==> config.mk <==
export PLATFORM = sky130hd
export DESIGN_NAME = lthdr_ctrl
export DESIGN_NICKNAME = d
export VERILOG_FILES = /design/src/rtl/core/lthdr_pkg.sv /design/src/rtl/core/lthdr_ctrl.sv
export SDC_FILE = /design/constraint.sdc
export NUM_CORES = 1
export LEC_CHECK = 0
export CAP_MARGIN = 10
export CELL_PAD_IN_SITES_DETAIL_PLACEMENT = 0
export CELL_PAD_IN_SITES_GLOBAL_PLACEMENT = 1
export CORE_MARGIN = 2
export CORE_UTILIZATION = 45
export DETAILED_ROUTE_END_ITERATION = 8
export DONT_BUFFER_PORTS = 1
export PLACE_DENSITY_LB_ADDON = 0.1
export REMOVE_ABC_BUFFERS = 1
export SYNTH_ARGS = -nofsm -noshare
export SYNTH_HDL_FRONTEND = slang
export SYNTH_SLANG_ARGS = --single-unit
==> constraint.sdc <==
create_clock -name clk_i -period 2.85 [get_ports clk_i]
set_input_delay 0.57 -clock clk_i [delete_from_list [all_inputs] [get_ports clk_i]]
set_output_delay 0.57 -clock clk_i [all_outputs]
set_load 0.02 [all_outputs]
==> src/rtl/core/lthdr_pkg.sv <==
package lthdr_pkg;

  // Field widths
  localparam int CMD_W   = 2;
  localparam int PTR_W   = 8;
  localparam int WORD_W  = 16;
  localparam int SIDES_W = 8;
  localparam int CNT_W   = 9;

  // LFSR shifts per roll and the bit that takes the feedback
  localparam int ROLL_SHIFTS = 16;
  localparam int TOP_BIT     = 15;
  localparam int SHIFT_CNT_W = $clog2(ROLL_SHIFTS);
  localparam int DIV_CNT_W   = $clog2(WORD_W);

  // Tap count after reset
  localparam logic [CNT_W-1:0] HOP_SPAN_RST = CNT_W'(256);

  // Request command codes
  localparam logic [CMD_W-1:0] CMD_WR_TAP = 2'd0;
  localparam logic [CMD_W-1:0] CMD_SEED   = 2'd1;
  localparam logic [CMD_W-1:0] CMD_ROLL   = 2'd2;

  typedef enum logic [1:0] {
    DivSrcSlot = 2'd0,
    DivSrcWrap = 2'd1,
    DivSrcRaw  = 2'd2
  } div_src_e;

  typedef struct packed {
    logic     latch_in;
    logic     tap_wr;
    logic     seed_ld;
    logic     div_start;
    div_src_e div_src;
    logic     ptr_ld_rem;
    logic     wrap_ld;
    logic     shift;
    logic     out_ld;
  } dp_cmd_t;

  typedef struct packed {
    logic ptr_ge_cnt;
    logic div_busy;
  } dp_sts_t;

endpackage

==> src/rtl/core/lthdr_ctrl.sv <==
module lthdr_ctrl (
  input  logic                          clk_i,
  input  logic                          rst_ni,
  input  logic                          in_valid_i,
  output logic                          in_ready_o,
  input  logic [lthdr_pkg::CMD_W-1:0]   command_i,
  output logic                          out_valid_o,
  input  logic                          out_ready_i,
  output lthdr_pkg::dp_cmd_t            cmd_o,
  input  lthdr_pkg::dp_sts_t            sts_i
);
  import lthdr_pkg::*;

  typedef enum logic [6:0] {
    StIdle    = 7'b0000001,
    StSeedDiv = 7'b0000010,
    StWrapDiv = 7'b0000100,
    StShift   = 7'b0001000,
    StModGo   = 7'b0010000,
    StModDiv  = 7'b0100000,
    StFinish  = 7'b1000000
  } state_e;

  state_e                 state_q, state_d;
  logic [SHIFT_CNT_W-1:0] shift_cnt_q, shift_cnt_d;
  logic                   out_valid_q, out_valid_d;
  logic                   out_free;
  dp_cmd_t                cmd;

  assign out_free = !out_valid_q || out_ready_i;

  always_comb begin
    state_d     = state_q;
    shift_cnt_d = shift_cnt_q;
    cmd         = '0;
    cmd.div_src = DivSrcRaw;
    unique case (state_q)
      StIdle: begin
        if (in_valid_i) begin
          unique case (command_i)
            CMD_WR_TAP: begin
              cmd.tap_wr = 1'b1;
            end
            CMD_SEED: begin
              cmd.seed_ld   = 1'b1;
              cmd.div_start = 1'b1;
              cmd.div_src   = DivSrcSlot;
              state_d       = StSeedDiv;
            end
            CMD_ROLL: begin
              cmd.latch_in = 1'b1;
              shift_cnt_d  = '0;
              if (sts_i.ptr_ge_cnt) begin
                cmd.div_start = 1'b1;
                cmd.div_src   = DivSrcWrap;
                state_d       = StWrapDiv;
              end else begin
                state_d = StShift;
              end
            end
            default: begin
            end
          endcase
        end
      end
      StSeedDiv: begin
        if (!sts_i.div_busy) begin
          cmd.ptr_ld_rem = 1'b1;
          state_d        = StIdle;
        end
      end
      StWrapDiv: begin
        if (!sts_i.div_busy) begin
          cmd.wrap_ld = 1'b1;
          state_d     = StShift;
        end
      end
      StShift: begin
        cmd.shift   = 1'b1;
        shift_cnt_d = shift_cnt_q + SHIFT_CNT_W'(1);
        if (shift_cnt_q == SHIFT_CNT_W'(ROLL_SHIFTS - 1)) begin
          state_d = StModGo;
        end
      end
      StModGo: begin
        cmd.div_start = 1'b1;
        cmd.div_src   = DivSrcRaw;
        state_d       = StModDiv;
      end
      StModDiv: begin
        if (!sts_i.div_busy) begin
          if (out_free) begin
            cmd.out_ld = 1'b1;
            state_d    = StIdle;
          end else begin
            state_d = StFinish;
          end
        end
      end
      StFinish: begin
        if (out_free) begin
          cmd.out_ld = 1'b1;
          state_d    = StIdle;
        end
      end
      default: begin
        state_d = StIdle;
      end
    endcase
  end

  always_comb begin
    if (cmd.out_ld) begin
      out_valid_d = 1'b1;
    end else if (out_ready_i) begin
      out_valid_d = 1'b0;
    end else begin
      out_valid_d = out_valid_q;
    end
  end

  always_ff @(posedge clk_i or negedge rst_ni) begin
    if (!rst_ni) begin
      state_q     <= StIdle;
      shift_cnt_q <= '0;
      out_valid_q <= 1'b0;
    end else begin
      state_q     <= state_d;
      shift_cnt_q <= shift_cnt_d;
      out_valid_q <= out_valid_d;
    end
  end

  assign in_ready_o  = (state_q == StIdle);
  assign out_valid_o = out_valid_q;
  assign cmd_o       = cmd;

`ifndef NO_ASSERTIONS
  a_no_overwrite: assert property (@(posedge clk_i) disable iff (!rst_ni)
    cmd.out_ld |-> (!out_valid_q || out_ready_i))
    else $error("result register overwritten while still pending");

  a_idle_div_free: assert property (@(posedge clk_i) disable iff (!rst_ni)
    (state_q == StIdle) |-> !sts_i.div_busy)
    else $error("idle with the divider still running");

  a_shift_span: assert property (@(posedge clk_i) disable iff (!rst_ni)
    (state_q == StModGo) |-> $past(state_q == StShift))
    else $error("reduction started without a finished shift run");
`endif

endmodule

==> results.cfg <==
[yosys]
synthMuxAreaShare_pct = 2.67
synth_ff_type = dfrtp_1
yosysSeqAreaShare_pct = 32.1
yosys.area.top_type_share_pct = 29.3
ys_seq_elements = 12
synth_edf_count = 0
synth_area_leader_cell = dfrtp_1
synth_top_family_by_area = simple AND/OR/NAND/NOR gates
syn_area_sq_um = 938
synth-adder-area-share_pct = 6.67
synth.avg_cell_area_sq_um = 8.38
synth_compound_area_share_pct = 18.3
ys_types = 45
yosys.area_share.simple_pct = 30.9
syn_inst = 112
synth_warnings = 0
synthTopCellsByCount = 11 x dfrtp_1, 9 x nor2_1, 8 x nand2_1
ys_async_sr_fraction_pct = 100
synth_most_common_cell = dfrtp_1
synth_area_leaders = dfrtp_1 29%, ha_1 6.7%, nor2_1 3.6%
synth_xor_xnor_area_share_pct = 1.87

[placement]
place_area_sq_um = 985
hpwl_um = 1580
place_ws_ns = 0.253
dp_cells = 139
io_buffers = 0
place.gp.congestion = 0.807

[sta]
finClkSkew_ns = 0.00191
final_hold_viol_count = 0
period_needed_ns = 2.74
drv_slew = 0
postLayoutSetupSlackWorst_ns = 0.109
setup_viol_count_final = 0
tightest_slew_ns = 0.502
timing.fmax_mhz = 365
finalSetupTns_ns = 0
relSlewSlack_pct = 66.4
rsz0062_at_grt = no
finalCritPeriodShare_pct = 96.2
whs_ns = 0.125

[route]
drt_wl_total_um = 2110
drt_iter0_drc = 15
detail_route.vias_per_cell = 5.65
drtPass1Iterations = 4
vias = 831
drt-wirelength-per-cell_um = 14.4
drcViolationCount = 0
ant_nets = 0

[floorplan]
start_util_pct = 47.8
rows = 16
die_area_sq_um = 2470
die_h_um = 49.7
die_w_um = 49.7
num_io_pins = 20
coreArea_sq_um = 1960

[setup_path]
critPathCaptureType = primary output
critPathMaxStageDelay_ns = 0.60
cp_data_arrival_time_ns = 2.17
path_depth = 6
cp_cell_sequence = or4b_4 -> or2_4 -> inv_4 -> nand3_1 -> o21ai_1 -> buf_4
reg2reg_depth = 6
start_kind = register
critical_path.top_delay_family = simple AND/OR/NAND/NOR gates
path_class = register to primary output
path_buf_inv = 2
crit_slowest_cell = dfstp_2
critPathMaxFanout = 8
cp.required_ns = 2.28

[clock_network]
h-tree-depth = 1
cts_tree = yes
cts_root_buf = clkbuf_4
cts_max_path_buffers = 2
cts.sinks = 12
clock_latency_ns = 0.28
cts.clk_slew.worst_paths_ns = 0.08
numCtsBuffers = 3

[power_and_ir_drop]
total_power_mw = 0.903
p_leak_nw = 0.476
power_density_nw_per_um2 = 848
vdd_ir_drop_max_mv = 0.356

[grt]
grt_pass1_vias = 829
grt-ovfl-total = 0
grt_max_degree = 14
busiest_layer = met2
grt_usage_pct = 19.7
antenna_found_initial = 0
use_met3_pct = 2.73
met2_usage_pct = 30.2
grt_pass1_wl_um = 3770
grt_use_met1_pct = 27.0

[layout]
final.fill_count = 201
area_growth_pct = 13.5
fin_util_pct = 54.3
num_antenna_cells = 0
instances_no_fill = 147
final_cell_area_sq_um = 1060
layout-drive-gt1-share_pct = 20.8
nets = 134

[job]
drv_cap = 0

[outcome]
status = finished clean

[hold_path]
hp-class = input pin to asynchronous set/reset pin
## final cells by class
cell class / instances / area (sq um) / area share, %
clock buffer: 4 / 36.3 / 3.41
tap: 27 / 33.8 / 3.17
inverter: 8 / 32.5 / 3.06
timing repair buffer: 11 / 85.1 / 7.99
multi-input combinational: 85 / 576 / 54.1
sequential: 12 / 302 / 28.3
## routing by layer
layer	wire, um	vias up
met1	1060	382
met5	0	-
met3	92	5
met4	41	0
li1	-	416
met2	921	28
## path summary, 6_finish.rpt
check,startpoint,end,slack [ns]
worst max-delay path,state_q[0],cmd_o[6],0.11
worst min-delay path,rst_ni,state_q[0],0.12
worst max register to register,state_q[5],shift_cnt_q[0],0.65
worst min register to register,shift_cnt_q[1],shift_cnt_q[1],0.54
max in group asynchronous,rst_ni,shift_cnt_q[3],1.82
min in group clk_i,sts_i[0],state_q[2],0.47
## timing repair
action	CTS	global route
gates resized for setup	3	1
pin swaps	0	0
setup buffers	0	3
endpoints found under the hold margin	11	0
endpoints found under the setup margin	2	1
hold buffers	1	0
## sequential cells by signal, indices dropped and copies added, names as in the netlist
name         flops
state_q          7
shift_cnt_q      4
out_valid_o      1
## cells in the final DEF, fill, tap and decap left out, types with 5 or more instances in the layout
cell     synthesis  routed
buf_4            1      10
dfrtp_1         11      11
ha_1             5       5
inv_1            6       6
nand2_1          8       8
nand3_1          6       6
nor2_1           9       8
o21ai_0          5       5
## cells by family after synthesis
logic type                 after synthesis
DFF                                     12
AOI/OAI and AO/OA                       25
buffers and inverters                   15
muxes                                    2
xor gates and xnor gates                 2
adders and majority gates                5
and+or+nand+nor                         51
## report_power, final
part	total, mW	switching (mW)	internal (mW)
clock	0.138	0.0605	0.0777
combinational	0.526	0.311	0.215
sequential	0.238	0.0337	0.205
total	0.903	0.405	0.498
No activity file was read; power rests on OpenSTA's default activity.
